**src/rtl/lsfp_pkg.sv**
```systemverilog
// Shared types and constants of the scanner frame parser.
// No dependencies.
package lsfp_pkg;

    localparam logic [7:0]  MAGIC0 = 8'hAF;
    localparam logic [7:0]  MAGIC1 = 8'hFE;
    localparam logic [7:0]  MAGIC2 = 8'hC0;
    localparam logic [7:0]  MAGIC3 = 8'hC2;
    localparam logic [15:0] TYPE_SCAN = 16'h2201;
    localparam logic [15:0] TYPE_ACK  = 16'h2020;
    localparam logic [31:0] HEADER_BYTES      = 32'd24;
    localparam logic [31:0] SCAN_HEADER_BYTES = 32'd46;
    localparam logic [4:0]  POINT_LAST_BYTE   = 5'd23;
    localparam logic [15:0] ANGLE_HALF = 16'd5760;
    localparam logic [15:0] ANGLE_FULL = 16'd11520;

    localparam logic [2:0] KIND_POINT   = 3'd0;
    localparam logic [2:0] KIND_ACK_OK  = 3'd1;
    localparam logic [2:0] KIND_ACK_BAD = 3'd2;
    localparam logic [2:0] KIND_EMPTY   = 3'd3;
    localparam logic [2:0] KIND_ERROR   = 3'd4;
    localparam logic [2:0] KIND_UNKNOWN = 3'd5;

    localparam logic [1:0] INT_NONE  = 2'd0;
    localparam logic [1:0] INT_WIDTH = 2'd1;
    localparam logic [1:0] INT_ECHO  = 2'd2;
    localparam logic [1:0] INT_LAYER = 2'd3;

    localparam logic [1:0] REG_LAYER = 2'd0;
    localparam logic [1:0] REG_ECHO  = 2'd1;
    localparam logic [1:0] REG_INT   = 2'd2;
    localparam logic [1:0] REG_MAX   = 2'd3;

    // Event from the parser to the formatter
    typedef struct packed {
        logic [2:0]  kind;
        logic [15:0] scan;
        logic [7:0]  layer;
        logic [7:0]  echo;
        logic [15:0] angle;
        logic [15:0] range_cm;
        logic [15:0] width;
        logic        last;
    } evt_t;

    // Finished result
    typedef struct packed {
        logic [2:0]  kind;
        logic [15:0] scan;
        logic [7:0]  layer;
        logic [7:0]  echo;
        logic [15:0] angle;
        logic [15:0] range_cm;
        logic [7:0]  inten;
        logic        last;
    } res_t;

    // Filter and intensity settings
    typedef struct packed {
        logic [8:0] layer_sel;
        logic [8:0] echo_sel;
        logic [1:0] int_mode;
    } flt_cfg_t;

endpackage

```
**src/rtl/lsfp_fifo.sv**
```systemverilog
// Small register queue used between parser, formatter and result port.
// No dependencies.
module lsfp_fifo #(
    parameter int DEPTH = 4,
    parameter int WIDTH = 8
) (
    input  logic             clk,
    input  logic             rst_n,
    input  logic             wr_en,
    input  logic [WIDTH-1:0] wr_data,
    input  logic             rd_en,
    output logic [WIDTH-1:0] rd_data,
    output logic             full,
    output logic             empty
);
    localparam int AW = (DEPTH > 1) ? $clog2(DEPTH) : 1;
    localparam int CW = $clog2(DEPTH + 1);

    logic [WIDTH-1:0] mem [DEPTH];
    logic [AW-1:0] wp_reg, rp_reg;
    logic [CW-1:0] cnt_reg;

    assign full    = (cnt_reg == CW'(DEPTH));
    assign empty   = (cnt_reg == '0);
    assign rd_data = mem[rp_reg];

    // Store written entry
    always_ff @(posedge clk)
    begin
        if (wr_en && !full)
        begin
            mem[wp_reg] <= wr_data;
        end
    end

    // Advance pointers and occupancy
    always_ff @(posedge clk or negedge rst_n)
    begin
        if (!rst_n)
        begin
            wp_reg  <= '0;
            rp_reg  <= '0;
            cnt_reg <= '0;
        end
        else
        begin
            if (wr_en && !full)
            begin
                wp_reg <= (wp_reg == AW'(DEPTH - 1)) ? '0 : wp_reg + 1'b1;
            end
            if (rd_en && !empty)
            begin
                rp_reg <= (rp_reg == AW'(DEPTH - 1)) ? '0 : rp_reg + 1'b1;
            end
            if ((wr_en && !full) && !(rd_en && !empty))
            begin
                cnt_reg <= cnt_reg + 1'b1;
            end
            else if (!(wr_en && !full) && (rd_en && !empty))
            begin
                cnt_reg <= cnt_reg - 1'b1;
            end
        end
    end
endmodule

```
**src/rtl/lsfp_front.sv**
```systemverilog
// Byte parser: magic hunt, header capture, scan header checks, point capture.
// Depends on lsfp_pkg.
module lsfp_front import lsfp_pkg::*; (
    input  logic        clk,
    input  logic        rst_n,
    input  logic        in_valid,
    input  logic [7:0]  in_byte,
    input  logic [31:0] max_payload,
    output logic        evt_valid,
    output evt_t        evt
);
    logic [1:0]  match_reg, match_next;
    logic [31:0] idx_reg, idx_next;
    logic [31:0] size_reg, size_next;
    logic [15:0] type_reg, type_next;
    logic [15:0] scan_reg, scan_next;
    logic [15:0] total_reg, total_next;
    logic [15:0] done_reg, done_next;
    logic [4:0]  pidx_reg, pidx_next;
    logic [7:0]  lay_reg, lay_next, ech_reg, ech_next;
    logic [15:0] ang_reg, ang_next, dist_reg, dist_next, wid_reg, wid_next;
    logic        valid_reg, valid_next, inpay_reg, inpay_next, fail_reg, fail_next;

    logic [7:0]  magic_exp;
    logic [31:0] expect_size;
    logic        last_byte;
    logic        fail_now;
    logic [15:0] done_inc;

    always_comb
    begin
        case (match_reg)
            2'd0:    magic_exp = MAGIC0;
            2'd1:    magic_exp = MAGIC1;
            2'd2:    magic_exp = MAGIC2;
            default: magic_exp = MAGIC3;
        endcase
    end

    assign expect_size = SCAN_HEADER_BYTES + {12'd0, total_reg, 4'd0}
                       + {13'd0, total_reg, 3'd0};
    assign last_byte   = (idx_reg == size_reg - 32'd1);
    assign done_inc    = done_reg + 16'd1;

    // Next state and event for one accepted byte
    always_comb
    begin
        match_next = match_reg;
        idx_next   = idx_reg;
        size_next  = size_reg;
        type_next  = type_reg;
        scan_next  = scan_reg;
        total_next = total_reg;
        done_next  = done_reg;
        pidx_next  = pidx_reg;
        lay_next   = lay_reg;
        ech_next   = ech_reg;
        ang_next   = ang_reg;
        dist_next  = dist_reg;
        wid_next   = wid_reg;
        valid_next = valid_reg;
        inpay_next = inpay_reg;
        fail_next  = fail_reg;
        fail_now   = fail_reg;
        evt_valid  = 1'b0;
        evt        = '0;
        if (in_valid)
        begin
            if (!valid_reg)
            begin
                // Hunt the magic word
                if (in_byte == magic_exp)
                begin
                    if (match_reg == 2'd3)
                    begin
                        match_next = '0;
                        valid_next = 1'b1;
                        inpay_next = 1'b0;
                        idx_next   = 32'd4;
                        size_next  = '0;
                        type_next  = '0;
                        scan_next  = '0;
                        total_next = '0;
                        done_next  = '0;
                        pidx_next  = '0;
                        fail_next  = 1'b0;
                    end
                    else
                    begin
                        match_next = match_reg + 2'd1;
                    end
                end
                else
                begin
                    match_next = (in_byte == MAGIC0) ? 2'd1 : 2'd0;
                end
            end
            else if (!inpay_reg)
            begin
                // Capture frame header
                if (idx_reg >= 32'd8 && idx_reg <= 32'd11)
                begin
                    size_next = {size_reg[23:0], in_byte};
                end
                else if (idx_reg == 32'd14 || idx_reg == 32'd15)
                begin
                    type_next = {type_reg[7:0], in_byte};
                end
                idx_next = idx_reg + 32'd1;
                if (idx_reg == HEADER_BYTES - 32'd1)
                begin
                    inpay_next = 1'b1;
                    idx_next   = '0;
                    if (size_reg > max_payload ||
                        (type_reg == TYPE_SCAN && size_reg < SCAN_HEADER_BYTES))
                    begin
                        valid_next = 1'b0;
                        inpay_next = 1'b0;
                        evt_valid  = 1'b1;
                        evt.kind   = KIND_ERROR;
                    end
                    else if (size_reg == '0)
                    begin
                        valid_next = 1'b0;
                        inpay_next = 1'b0;
                        evt_valid  = 1'b1;
                        evt.kind   = (type_reg == TYPE_ACK) ?
                                     (fail_reg ? KIND_ACK_BAD : KIND_ACK_OK) : KIND_UNKNOWN;
                    end
                end
            end
            else if (type_reg == TYPE_SCAN)
            begin
                idx_next = idx_reg + 32'd1;
                if (idx_reg < SCAN_HEADER_BYTES)
                begin
                    // Scan header fields and size check
                    if (idx_reg == 32'd6 || idx_reg == 32'd7)
                    begin
                        scan_next = {scan_reg[7:0], in_byte};
                    end
                    else if (idx_reg == 32'd34 || idx_reg == 32'd35)
                    begin
                        total_next = {total_reg[7:0], in_byte};
                    end
                    if (idx_reg == SCAN_HEADER_BYTES - 32'd1)
                    begin
                        if (size_reg == SCAN_HEADER_BYTES)
                        begin
                            valid_next = 1'b0;
                            inpay_next = 1'b0;
                            evt_valid  = 1'b1;
                            evt.kind   = KIND_EMPTY;
                            evt.scan   = scan_reg;
                        end
                        else if (size_reg != expect_size)
                        begin
                            valid_next = 1'b0;
                            inpay_next = 1'b0;
                            evt_valid  = 1'b1;
                            evt.kind   = KIND_ERROR;
                        end
                        pidx_next = '0;
                    end
                end
                else
                begin
                    // Point record bytes
                    case (pidx_reg)
                        5'd2:    lay_next = in_byte;
                        5'd3:    ech_next = in_byte;
                        5'd4:    ang_next[15:8] = in_byte;
                        5'd5:    ang_next[7:0] = in_byte;
                        5'd6:    dist_next[15:8] = in_byte;
                        5'd7:    dist_next[7:0] = in_byte;
                        5'd8:    wid_next[15:8] = in_byte;
                        5'd9:    wid_next[7:0] = in_byte;
                        default: ;
                    endcase
                    if (pidx_reg == POINT_LAST_BYTE)
                    begin
                        pidx_next    = '0;
                        done_next    = done_inc;
                        evt_valid    = 1'b1;
                        evt.kind     = KIND_POINT;
                        evt.scan     = scan_reg;
                        evt.layer    = lay_reg;
                        evt.echo     = ech_reg;
                        evt.angle    = ang_reg;
                        evt.range_cm = dist_reg;
                        evt.width    = wid_reg;
                        evt.last     = (done_inc == total_reg);
                    end
                    else
                    begin
                        pidx_next = pidx_reg + 5'd1;
                    end
                    if (last_byte)
                    begin
                        valid_next = 1'b0;
                        inpay_next = 1'b0;
                        match_next = '0;
                    end
                end
            end
            else
            begin
                // Ack or unknown payload
                idx_next = idx_reg + 32'd1;
                if (type_reg == TYPE_ACK && idx_reg == 32'd1)
                begin
                    fail_next = in_byte[7];
                    fail_now  = in_byte[7];
                end
                if (last_byte)
                begin
                    valid_next = 1'b0;
                    inpay_next = 1'b0;
                    evt_valid  = 1'b1;
                    evt.kind   = (type_reg == TYPE_ACK) ?
                                 (fail_now ? KIND_ACK_BAD : KIND_ACK_OK) : KIND_UNKNOWN;
                end
            end
            if (valid_reg && !valid_next)
            begin
                match_next = '0;
                idx_next   = '0;
            end
        end
    end

    // Hold parser state
    always_ff @(posedge clk or negedge rst_n)
    begin
        if (!rst_n)
        begin
            match_reg <= '0;
            idx_reg   <= '0;
            size_reg  <= '0;
            type_reg  <= '0;
            scan_reg  <= '0;
            total_reg <= '0;
            done_reg  <= '0;
            pidx_reg  <= '0;
            valid_reg <= 1'b0;
            inpay_reg <= 1'b0;
            fail_reg  <= 1'b0;
        end
        else
        begin
            match_reg <= match_next;
            idx_reg   <= idx_next;
            size_reg  <= size_next;
            type_reg  <= type_next;
            scan_reg  <= scan_next;
            total_reg <= total_next;
            done_reg  <= done_next;
            pidx_reg  <= pidx_next;
            valid_reg <= valid_next;
            inpay_reg <= inpay_next;
            fail_reg  <= fail_next;
        end
    end

    // Point field registers
    always_ff @(posedge clk)
    begin
        lay_reg  <= lay_next;
        ech_reg  <= ech_next;
        ang_reg  <= ang_next;
        dist_reg <= dist_next;
        wid_reg  <= wid_next;
    end
endmodule

```
**src/rtl/lsfp_back.sv**
```systemverilog
// Formatter: point filter, angle wrap and intensity selection.
// Depends on lsfp_pkg.
module lsfp_back import lsfp_pkg::*; (
    input  evt_t     evt,
    input  flt_cfg_t cfg,
    output logic     keep,
    output res_t     res
);
    logic [15:0] ang;

    // Wrap angles above half a turn
    assign ang = (evt.angle > ANGLE_HALF && !evt.angle[15]) ?
                 evt.angle - ANGLE_FULL : evt.angle;

    always_comb
    begin
        res      = '0;
        res.kind = evt.kind;
        res.scan = evt.scan;
        keep     = 1'b1;
        if (evt.kind == KIND_POINT)
        begin
            // Drop points that fail the layer or echo filter
            if (!(cfg.layer_sel == 9'h1FF || cfg.layer_sel == {1'b0, evt.layer}) ||
                !(cfg.echo_sel == 9'h1FF || cfg.echo_sel == {1'b0, evt.echo}))
            begin
                keep = 1'b0;
            end
            res.layer    = evt.layer;
            res.echo     = evt.echo;
            res.angle    = ang;
            res.range_cm = evt.range_cm;
            res.last     = evt.last;
            case (cfg.int_mode)
                INT_WIDTH: res.inten = (evt.width > 16'd255) ? 8'd255 : evt.width[7:0];
                INT_ECHO:  res.inten = evt.echo;
                INT_LAYER: res.inten = evt.layer;
                default:   res.inten = 8'd0;
            endcase
        end
    end
endmodule

```
**src/rtl/laser_scan_frame_parser_top.sv**
```systemverilog
// Top level of the scanner frame parser: configuration registers and queues.
// Depends on lsfp_pkg, lsfp_front, lsfp_fifo and lsfp_back.
//
// Takes one stream byte per cycle whenever full is low; the parser decides
// each byte in the cycle it arrives and posts at most one event into an event
// queue of EVT_DEPTH entries. The formatter drains one event per cycle into a
// result queue of RES_DEPTH entries while that queue has room or the event
// is filtered out, so the sustained rate is one byte per clock; each result
// is registered in the event queue, then the result queue. full rises only
// when the event queue fills because results are not being popped.
module laser_scan_frame_parser_top import lsfp_pkg::*; #(
    parameter int EVT_DEPTH = 4,
    parameter int RES_DEPTH = 2
) (
    input  logic        clk,
    input  logic        rst_n,
    input  logic        psel,
    input  logic        penable,
    input  logic        pwrite,
    input  logic [3:0]  paddr,
    input  logic [31:0] pwdata,
    output logic [31:0] prdata,
    output logic        pready,
    input  logic        push,
    output logic        full,
    input  logic [7:0]  stream_byte,
    output logic        empty,
    input  logic        pop,
    output logic [2:0]  result_kind,
    output logic [15:0] scan_number,
    output logic [7:0]  point_layer,
    output logic [7:0]  point_echo,
    output logic signed [15:0] angle_ticks,
    output logic [15:0] point_range,
    output logic [7:0]  intensity_value,
    output logic        last_point
);
    logic [8:0]  layer_sel_reg, echo_sel_reg;
    logic [1:0]  int_mode_reg;
    logic [31:0] max_pay_reg;
    logic        wr;

    evt_t     evt_in, evt_out;
    logic     evt_push, evt_full, evt_empty, evt_pop;
    flt_cfg_t flt;
    logic     keep, res_full;
    res_t     res_in, res_out;

    assign pready = 1'b1;
    assign wr     = psel && penable && pwrite;

    // Write configuration registers
    always_ff @(posedge clk or negedge rst_n)
    begin
        if (!rst_n)
        begin
            layer_sel_reg <= 9'h1FF;
            echo_sel_reg  <= 9'h1FF;
            int_mode_reg  <= INT_WIDTH;
            max_pay_reg   <= 32'd99976;
        end
        else if (wr)
        begin
            unique case (paddr[3:2])
                REG_LAYER: layer_sel_reg <= pwdata[8:0];
                REG_ECHO:  echo_sel_reg  <= pwdata[8:0];
                REG_INT:   int_mode_reg  <= pwdata[1:0];
                REG_MAX:   max_pay_reg   <= pwdata;
                default:   ;
            endcase
        end
    end

    // Read back configuration
    always_comb
    begin
        unique case (paddr[3:2])
            REG_LAYER: prdata = {{23{layer_sel_reg[8]}}, layer_sel_reg};
            REG_ECHO:  prdata = {{23{echo_sel_reg[8]}}, echo_sel_reg};
            REG_INT:   prdata = {30'd0, int_mode_reg};
            REG_MAX:   prdata = max_pay_reg;
            default:   prdata = '0;
        endcase
    end

    assign full = evt_full;

    lsfp_front u_front (
        .clk         (clk),
        .rst_n       (rst_n),
        .in_valid    (push && !evt_full),
        .in_byte     (stream_byte),
        .max_payload (max_pay_reg),
        .evt_valid   (evt_push),
        .evt         (evt_in)
    );

    lsfp_fifo #(.DEPTH(EVT_DEPTH), .WIDTH($bits(evt_t))) u_evt_q (
        .clk     (clk),
        .rst_n   (rst_n),
        .wr_en   (evt_push),
        .wr_data (evt_in),
        .rd_en   (evt_pop),
        .rd_data (evt_out),
        .full    (evt_full),
        .empty   (evt_empty)
    );

    assign flt.layer_sel = layer_sel_reg;
    assign flt.echo_sel  = echo_sel_reg;
    assign flt.int_mode  = int_mode_reg;

    lsfp_back u_back (
        .evt  (evt_out),
        .cfg  (flt),
        .keep (keep),
        .res  (res_in)
    );

    // Drain an event when its result fits, or drop it outright when filtered
    assign evt_pop = !evt_empty && (!keep || !res_full);

    lsfp_fifo #(.DEPTH(RES_DEPTH), .WIDTH($bits(res_t))) u_res_q (
        .clk     (clk),
        .rst_n   (rst_n),
        .wr_en   (evt_pop && keep),
        .wr_data (res_in),
        .rd_en   (pop),
        .rd_data (res_out),
        .full    (res_full),
        .empty   (empty)
    );

    assign result_kind     = res_out.kind;
    assign scan_number     = res_out.scan;
    assign point_layer     = res_out.layer;
    assign point_echo      = res_out.echo;
    assign angle_ticks     = res_out.angle;
    assign point_range     = res_out.range_cm;
    assign intensity_value = res_out.inten;
    assign last_point      = res_out.last;
endmodule
```
**config.mk**
```make
export PLATFORM = sky130hd
export DESIGN_NAME = laser_scan_frame_parser_top
export DESIGN_NICKNAME = d
export VERILOG_FILES = /design/src/rtl/lsfp_pkg.sv /design/src/rtl/lsfp_fifo.sv /design/src/rtl/lsfp_front.sv /design/src/rtl/lsfp_back.sv /design/src/rtl/laser_scan_frame_parser_top.sv
export SDC_FILE = /design/constraint.sdc
export NUM_CORES = 1
export LEC_CHECK = 0
export BUFFER_PORTS_ARGS = -buffer_cell sky130_fd_sc_hd__buf_2
export CAP_MARGIN = 20
export CORE_MARGIN = 1
export CORE_UTILIZATION = 35
export CTS_CLUSTER_SIZE = 8
export DETAILED_ROUTE_END_ITERATION = 16
export GPL_TIMING_DRIVEN = 0
export PLACE_DENSITY_LB_ADDON = 0.2
export SLEW_MARGIN = 20
export SYNTH_ARGS = -nofsm -noshare
export SYNTH_HDL_FRONTEND = slang
export SYNTH_SLANG_ARGS = --single-unit
```
**constraint.sdc**
```tcl
create_clock -name clk -period 10.61 [get_ports clk]
set_input_delay 1.061 -clock clk [delete_from_list [all_inputs] [get_ports clk]]
set_output_delay 1.061 -clock clk [all_outputs]
set_load 0.05 [all_outputs]
```
==> results.py, run 1 <==
metrics = {
    "setup_path": {
        "worst_path_largest_cell_delay_ps": 780,
        "cp_max_fo": 8,
        "crit_family": "simple AND/OR/NAND/NOR gates",
        "slowest_stage": "nor4b_1",
        "critical_path_class": "reg -> reg",
        "worstPathRequired_ps": 11170,
        "cp-start-kind": "register",
        "crit_buf_inv": 4,
        "cp_cell_sequence": "clkbuf_1, and2_1, nand4_1, nor2_1, nand2_1, xnor2_1, ha_1, clkbuf_1, a21oi_1, o21ai_0, nand2_1, o21ai_0, a211o_1, or4_1, nor4b_1, nand3_1, a32oi_4, inv_1, ha_1, inv_1, fa_1, mux2_2",
        "crit_path_end_kind": "register",
        "cp_data_arrival_time_ps": 7040,
    },
    "yosys": {
        "ys_seq_area_share_pct": 62.0,
        "synth.net_count": 2773,
        "synth_top_area_share_pct": 47.5,
        "netlist.top_cell.by_area": "edfxtp_1",
        "synth_area_leaders": "edfxtp_1 (47%), dfrtp_1 (13%), mux4_2 (5.0%)",
        "syn_avg_cell_area_um2": 13.2,
        "syn_inst": 2644,
        "synth_cell_type_count": 87,
        "synth_ff_type": "edfxtp_1",
        "async_flop_share_pct": 26.7,
        "syn-cell-area_um2": 34900,
        "synth_warnings": 0,
        "synth_edf_count": 552,
        "synth_seq_cells": 753,
    },
    "place": {
        "dp_hpwl_mm": 65.5,
        "place_ws_ps": 4280,
        "gp_congestion": 0.848,
        "io_buffer_count": 156,
    },
    "grt": {
        "grt_max_degree": 97,
        "grt_pass1_wl_mm": 141,
        "first_global_vias": 23300,
        "antenna_found_initial": 1,
        "grt-ovfl-total": 0,
        "grt_use_total_pct": 18.2,
    },
    "floorplanning": {
        "die_area_um2": 101000,
        "core-area_um2": 98600,
        "rows": 115,
        "die_h_um": 318,
        "die_x_um": 318,
        "initial_core_util_pct": 35.4,
        "pin_count": 162,
    },
    "timing": {
        "fmax_mhz": 154,
        "rsz0062_at_grt": "no",
        "setup_viol": 0,
        "fin_setup_tns_ps": 0,
        "finalMaxSlewViolations": 0,
        "min_period_ps": 6480,
        "fin_skew_ps": 39.9,
        "max_slew.worst_pin.slew_ps": 1010,
        "hold_viol_final": 0,
        "period_share_pct": 61.1,
        "worst_slack_ps": 4130,
        "slew-limit-headroom_pct": 32.1,
    },
    "cts": {
        "cts_tree": "built",
        "cts_made_buffers": 104,
        "htreeDepth": 3,
        "clock-sinks": 753,
        "cts_resized": 0,
        "post_cts_buffers": 0,
        "path_clk_slew_ps": 50,
        "cts_hold_buffers": 0,
        "cts-root-buf": "clkbuf_16",
        "clock_latency_ps": 680,
        "clock_path_buffers": 3,
    },
    "route": {
        "viasPerCell": 5.29,
        "routed-via-count": 22600,
        "drtPass1Iterations": 7,
        "drt_iter0_drc": 1376,
        "routed_wl_mm": 91.8,
        "drc": 0,
        "wl_per_cell_um": 21.5,
        "ant_nets": 0,
    },
    "flow_run": {
        "cap_violations": 0,
    },
    "cells_and_area": {
        "final_cell_mix": "edfxtp_1 (552), nand2_1 (242), dfrtp_1 (176), buf_2 (170), clkbuf_1 (168)",
        "drive_gt1_share_pct": 19.2,
        "nets": 3060,
        "antenna_cells": 0,
        "top_register": "u_evt_q.mem",
        "syn_to_final_growth_pct": 17.1,
        "final_common_cell": "edfxtp_1",
        "reg_top3": "u_evt_q.mem x336, u_res_q.mem x152",
        "final_core_util_pct": 41.5,
        "largest_register_ff_count": 336,
    },
    "power_and_ir_drop": {
        "power_mw": 9.27,
        "vdd_ir_drop_max_v": 0.000183,
        "leakagePower_nw": 14.2,
        "p_per_area_nw_per_um2": 227,
    },
    "min_path": {
        "hp-class": "in -> async",
    },
    "status": {
        "status": "completed",
    },
}
[cell type report]
class	count	area (µm²)
repair buffers	181	1350
plain buffers	156	648
multi-input cells	1659	12400
well taps	1287	1610
clock inverters	4	88.8
flip-flops and latches	753	21600
fillers	9022	57700
clock buffers	155	2830
inverters	76	285
[cell families after synthesis]
group | share of synthesized area [%]
compound gates | 7.24
flops | 62.0
simple gates | 12.1
mux | 9.49
buf+inv | 2.67
other cells | 0.0107
fa+ha+maj | 2.84
xor+xnor | 3.67
[layer usage]
metal,up-vias,share of wire [%],track usage (%)
met2,495,50,31.7
met4,0,2.7,5.77
li1,10500,-,-
met3,148,4.0,2.78
met5,-,0,0
met1,11500,43,23.1
[synthesized netlist by cell type, drive strengths merged (5+ instances only)]
cell    number
or4         11
nor4        44
and4         5
ha          76
nand4       36
nand3       73
nand2      242
clkbuf     120
nand4b       6
o31ai       14
nor4b        7
nand2b      14
mux4        78
o311ai       5
a21oi       66
dfrtp      176
and3        89
a22o        19
buf         36
o21a         9
or3         12
edfxtp     552
mux2i       14
nor2       115
and2        39
nor3        31
o21ai      150
o22ai       33
inv         76
dfstp       25
mux2       126
o211ai      14
or2          7
nor2b       61
a31oi       26
nor3b       11
xnor2       98
xor2        43
a21o        11
a211oi      11
[power by group]
part	internal (mW)	leakage (nW)	total (mW)	switching, mW
Sequential	3.61	6.90	3.74	0.125
Clock	1.81	1.40	3.01	1.20
Combinational	0.742	5.91	2.52	1.78
[through the flow]
step / area [µm²] / cells / hold WS, ps
floorplan: 34900 / 2644 / 430
global placement: 37300 / 4087 / 454
detailed placement: 38000 / 4112 / 452
CTS: 40900 / 4271 / 287
global route: 40900 / 4271 / 315
finish: 40900 / 4271 / 318
[worst register-to-register path, cell delays in order (launching register included)]
cell and delay [ps]:
dfrtp_1 390, clkbuf_1 340, and2_1 230, nand4_1 170
nor2_1 360, nand2_1 120, xnor2_1 150, ha_1 270
clkbuf_1 210, a21oi_1 270, o21ai_0 150, nand2_1 80
o21ai_0 160, a211o_1 310, or4_1 530, nor4b_1 780
nand3_1 250, a32oi_4 490, inv_1 110, ha_1 250
inv_1 70, fa_1 390, mux2_2 260
[final timing paths]
check / from / to / slack, ps / cells after the start
worst max register to register: u_front.total_reg[3] / u_evt_q.cnt_reg[1] / 4130 / 22
worst min-delay path: rst_n / u_front.done_reg[12] / 320 / 1
min in group clk: u_front.scan_reg[10] / u_front.scan_reg[10] / 460 / 2
worst min register to register: u_front.scan_reg[10] / u_front.scan_reg[10] / 460 / 2
max in group asynchronous: rst_n / echo_sel_reg[6] / 9350 / 2
worst max-delay path: u_front.total_reg[3] / u_evt_q.cnt_reg[1] / 4130 / 22
Note: power is estimated with default switching activity, not from simulation.
==> inputs of run 2 (changes only) <==
==> constraint.sdc (replaced) <==
create_clock -name clk -period 6.72 [get_ports clk]
set_input_delay 0.672 -clock clk [delete_from_list [all_inputs] [get_ports clk]]
set_output_delay 0.672 -clock clk [all_outputs]
set_load 0.05 [all_outputs]
==> results.py, run 2 (synthesis results as in run 1) <==
metrics = {
    "setup_path": {
        "cp_data_arrival_time_ps": 6690,
        "cp-start-kind": "register",
        "crit_family": "simple AND/OR/NAND/NOR gates",
        "crit_buf_inv": 4,
        "worstPathRequired_ps": 7280,
        "crit_path_end_kind": "register",
        "cp_max_fo": 8,
        "cp_cell_sequence": "clkbuf_1, and2_1, nand4_1, nor2_1, nand2_1, xnor2_1, ha_1, clkbuf_1, a21oi_1, o21ai_0, nand2_1, o21ai_0, a211o_1, or4_1, nor4b_2, nand3_1, a32oi_4, inv_1, ha_1, inv_1, fa_1, mux2_2",
        "critical_path_class": "reg -> reg",
        "worst_path_largest_cell_delay_ps": 550,
        "slowest_stage": "or4_1",
    },
    "route": {
        "routed-via-count": 22600,
        "ant_nets": 0,
        "drt_iter0_drc": 1335,
        "drc": 0,
        "drtPass1Iterations": 5,
        "viasPerCell": 5.30,
        "wl_per_cell_um": 21.5,
        "routed_wl_mm": 91.8,
    },
    "floorplanning": {
        "pin_count": 162,
        "die_h_um": 318,
        "die_x_um": 318,
        "die_area_um2": 101000,
        "initial_core_util_pct": 35.4,
        "core-area_um2": 98600,
        "rows": 115,
    },
    "timing": {
        "setup_viol": 0,
        "fmax_mhz": 163,
        "period_share_pct": 91.3,
        "min_period_ps": 6140,
        "rsz0062_at_grt": "no",
        "fin_setup_tns_ps": 0,
        "fin_skew_ps": 41.6,
        "max_slew.worst_pin.slew_ps": 1010,
        "slew-limit-headroom_pct": 32.0,
        "finalMaxSlewViolations": 0,
        "worst_slack_ps": 584,
        "hold_viol_final": 0,
    },
    "grt": {
        "grt_pass1_wl_mm": 141,
        "grt_use_total_pct": 18.2,
        "antenna_found_initial": 1,
        "first_global_vias": 23300,
        "grt_max_degree": 97,
        "grt-ovfl-total": 0,
    },
    "cts": {
        "cts_tree": "built",
        "post_cts_buffers": 0,
        "cts_made_buffers": 104,
        "clock_latency_ps": 680,
        "cts-root-buf": "clkbuf_16",
        "htreeDepth": 3,
        "clock-sinks": 753,
        "clock_path_buffers": 3,
        "path_clk_slew_ps": 50,
    },
    "place": {
        "gp_congestion": 0.848,
        "placed_cells": 4112,
        "io_buffer_count": 156,
        "place_ws_ps": 388,
        "dp_hpwl_mm": 65.5,
    },
    "min_path": {
        "hp-class": "in -> reg",
    },
    "power_and_ir_drop": {
        "p_per_area_nw_per_um2": 371,
        "vdd_ir_drop_max_v": 0.000234,
        "leakagePower_nw": 14.8,
    },
    "cells_and_area": {
        "final_cell_mix": "edfxtp_1 (552), nand2_1 (242), dfrtp_1 (176), buf_2 (170), clkbuf_1 (168)",
        "num-fill-cells": 9023,
        "antenna_cells": 0,
        "reg_top3": "u_evt_q.mem x336, u_res_q.mem x152",
        "nets": 3061,
        "final_core_util_pct": 41.5,
        "final_common_cell": "edfxtp_1",
        "largest_register_ff_count": 336,
        "top_register": "u_evt_q.mem",
        "finalNonFillerCells": 4272,
        "drive_gt1_share_pct": 19.2,
        "syn_to_final_growth_pct": 17.1,
    },
    "flow_run": {
        "cap_violations": 0,
    },
    "status": {
        "status": "completed",
    },
}
## run 2: cell count changes in the layout (fill, tap and decap cells not counted), sizes merged
cell         previous run  this run
dlygate4sd3             0         1
## run 2: final timing paths
check                                startpoint  depth (start not counted)                   end  slack, ps
max                        u_front.total_reg[3]                         22    u_evt_q.cnt_reg[1]        580
min                                  pwdata[14]                          3       max_pay_reg[14]        200
max reg2reg                u_front.total_reg[3]                         22    u_evt_q.cnt_reg[1]        580
min reg2reg                u_front.scan_reg[10]                          2  u_front.scan_reg[10]        460
max in group asynchronous                 rst_n                          3       echo_sel_reg[6]       5260
min in group asynchronous                 rst_n                          2  u_front.done_reg[12]        530
## run 2: worst min-delay path, stage by stage
cell and delay [ps]:
buf_2 80, nand2_1 40, o21ai_0 50
## run 2: final cells by class
class	count	area [µm²]	share of cell area (%)
buffer	156	648	1.58
clock buffer	155	2830	6.91
clock inverter	4	88.8	0.217
inverter	76	285	0.698
multi-input combinational	1659	12400	30.4
sequential	753	21600	52.9
tap	1287	1610	3.94
timing repair buffer	182	1360	3.33
## run 2: metal layers
layer / global-route usage, % / share of wire, %
met1: 23.1 / 43
met2: 31.7 / 50
met3: 2.78 / 4.1
met4: 5.77 / 2.6
met5: 0 / 0
## run 2: power by group
part | switching [mW] | internal (mW) | leakage [nW]
Sequential | 0.172 | 5.73 | 7.36
Clock | 1.90 | 2.85 | 1.40
Combinational | 3.01 | 1.50 | 6.07
## run 2: timing repair
item | 4_1_cts | 5_1_grt
gates resized for setup | 0 | 1
endpoints found under the setup margin | 0 | 1
hold buffers | 1 | 0
hold endpoints to repair | 50 | 0
## run 2: through the flow
step / hold slack, ps / cell area (µm²) / power [mW]
finish: 201 / 40900 / 15.2
global route: 177 / 40900 / 15.9
CTS: 154 / 40900 / 15.4
detailed placement: 452 / 38000 / 10.6
global placement: 454 / 37300 / 10.5
floorplan: 376 / 34900 / 9.26
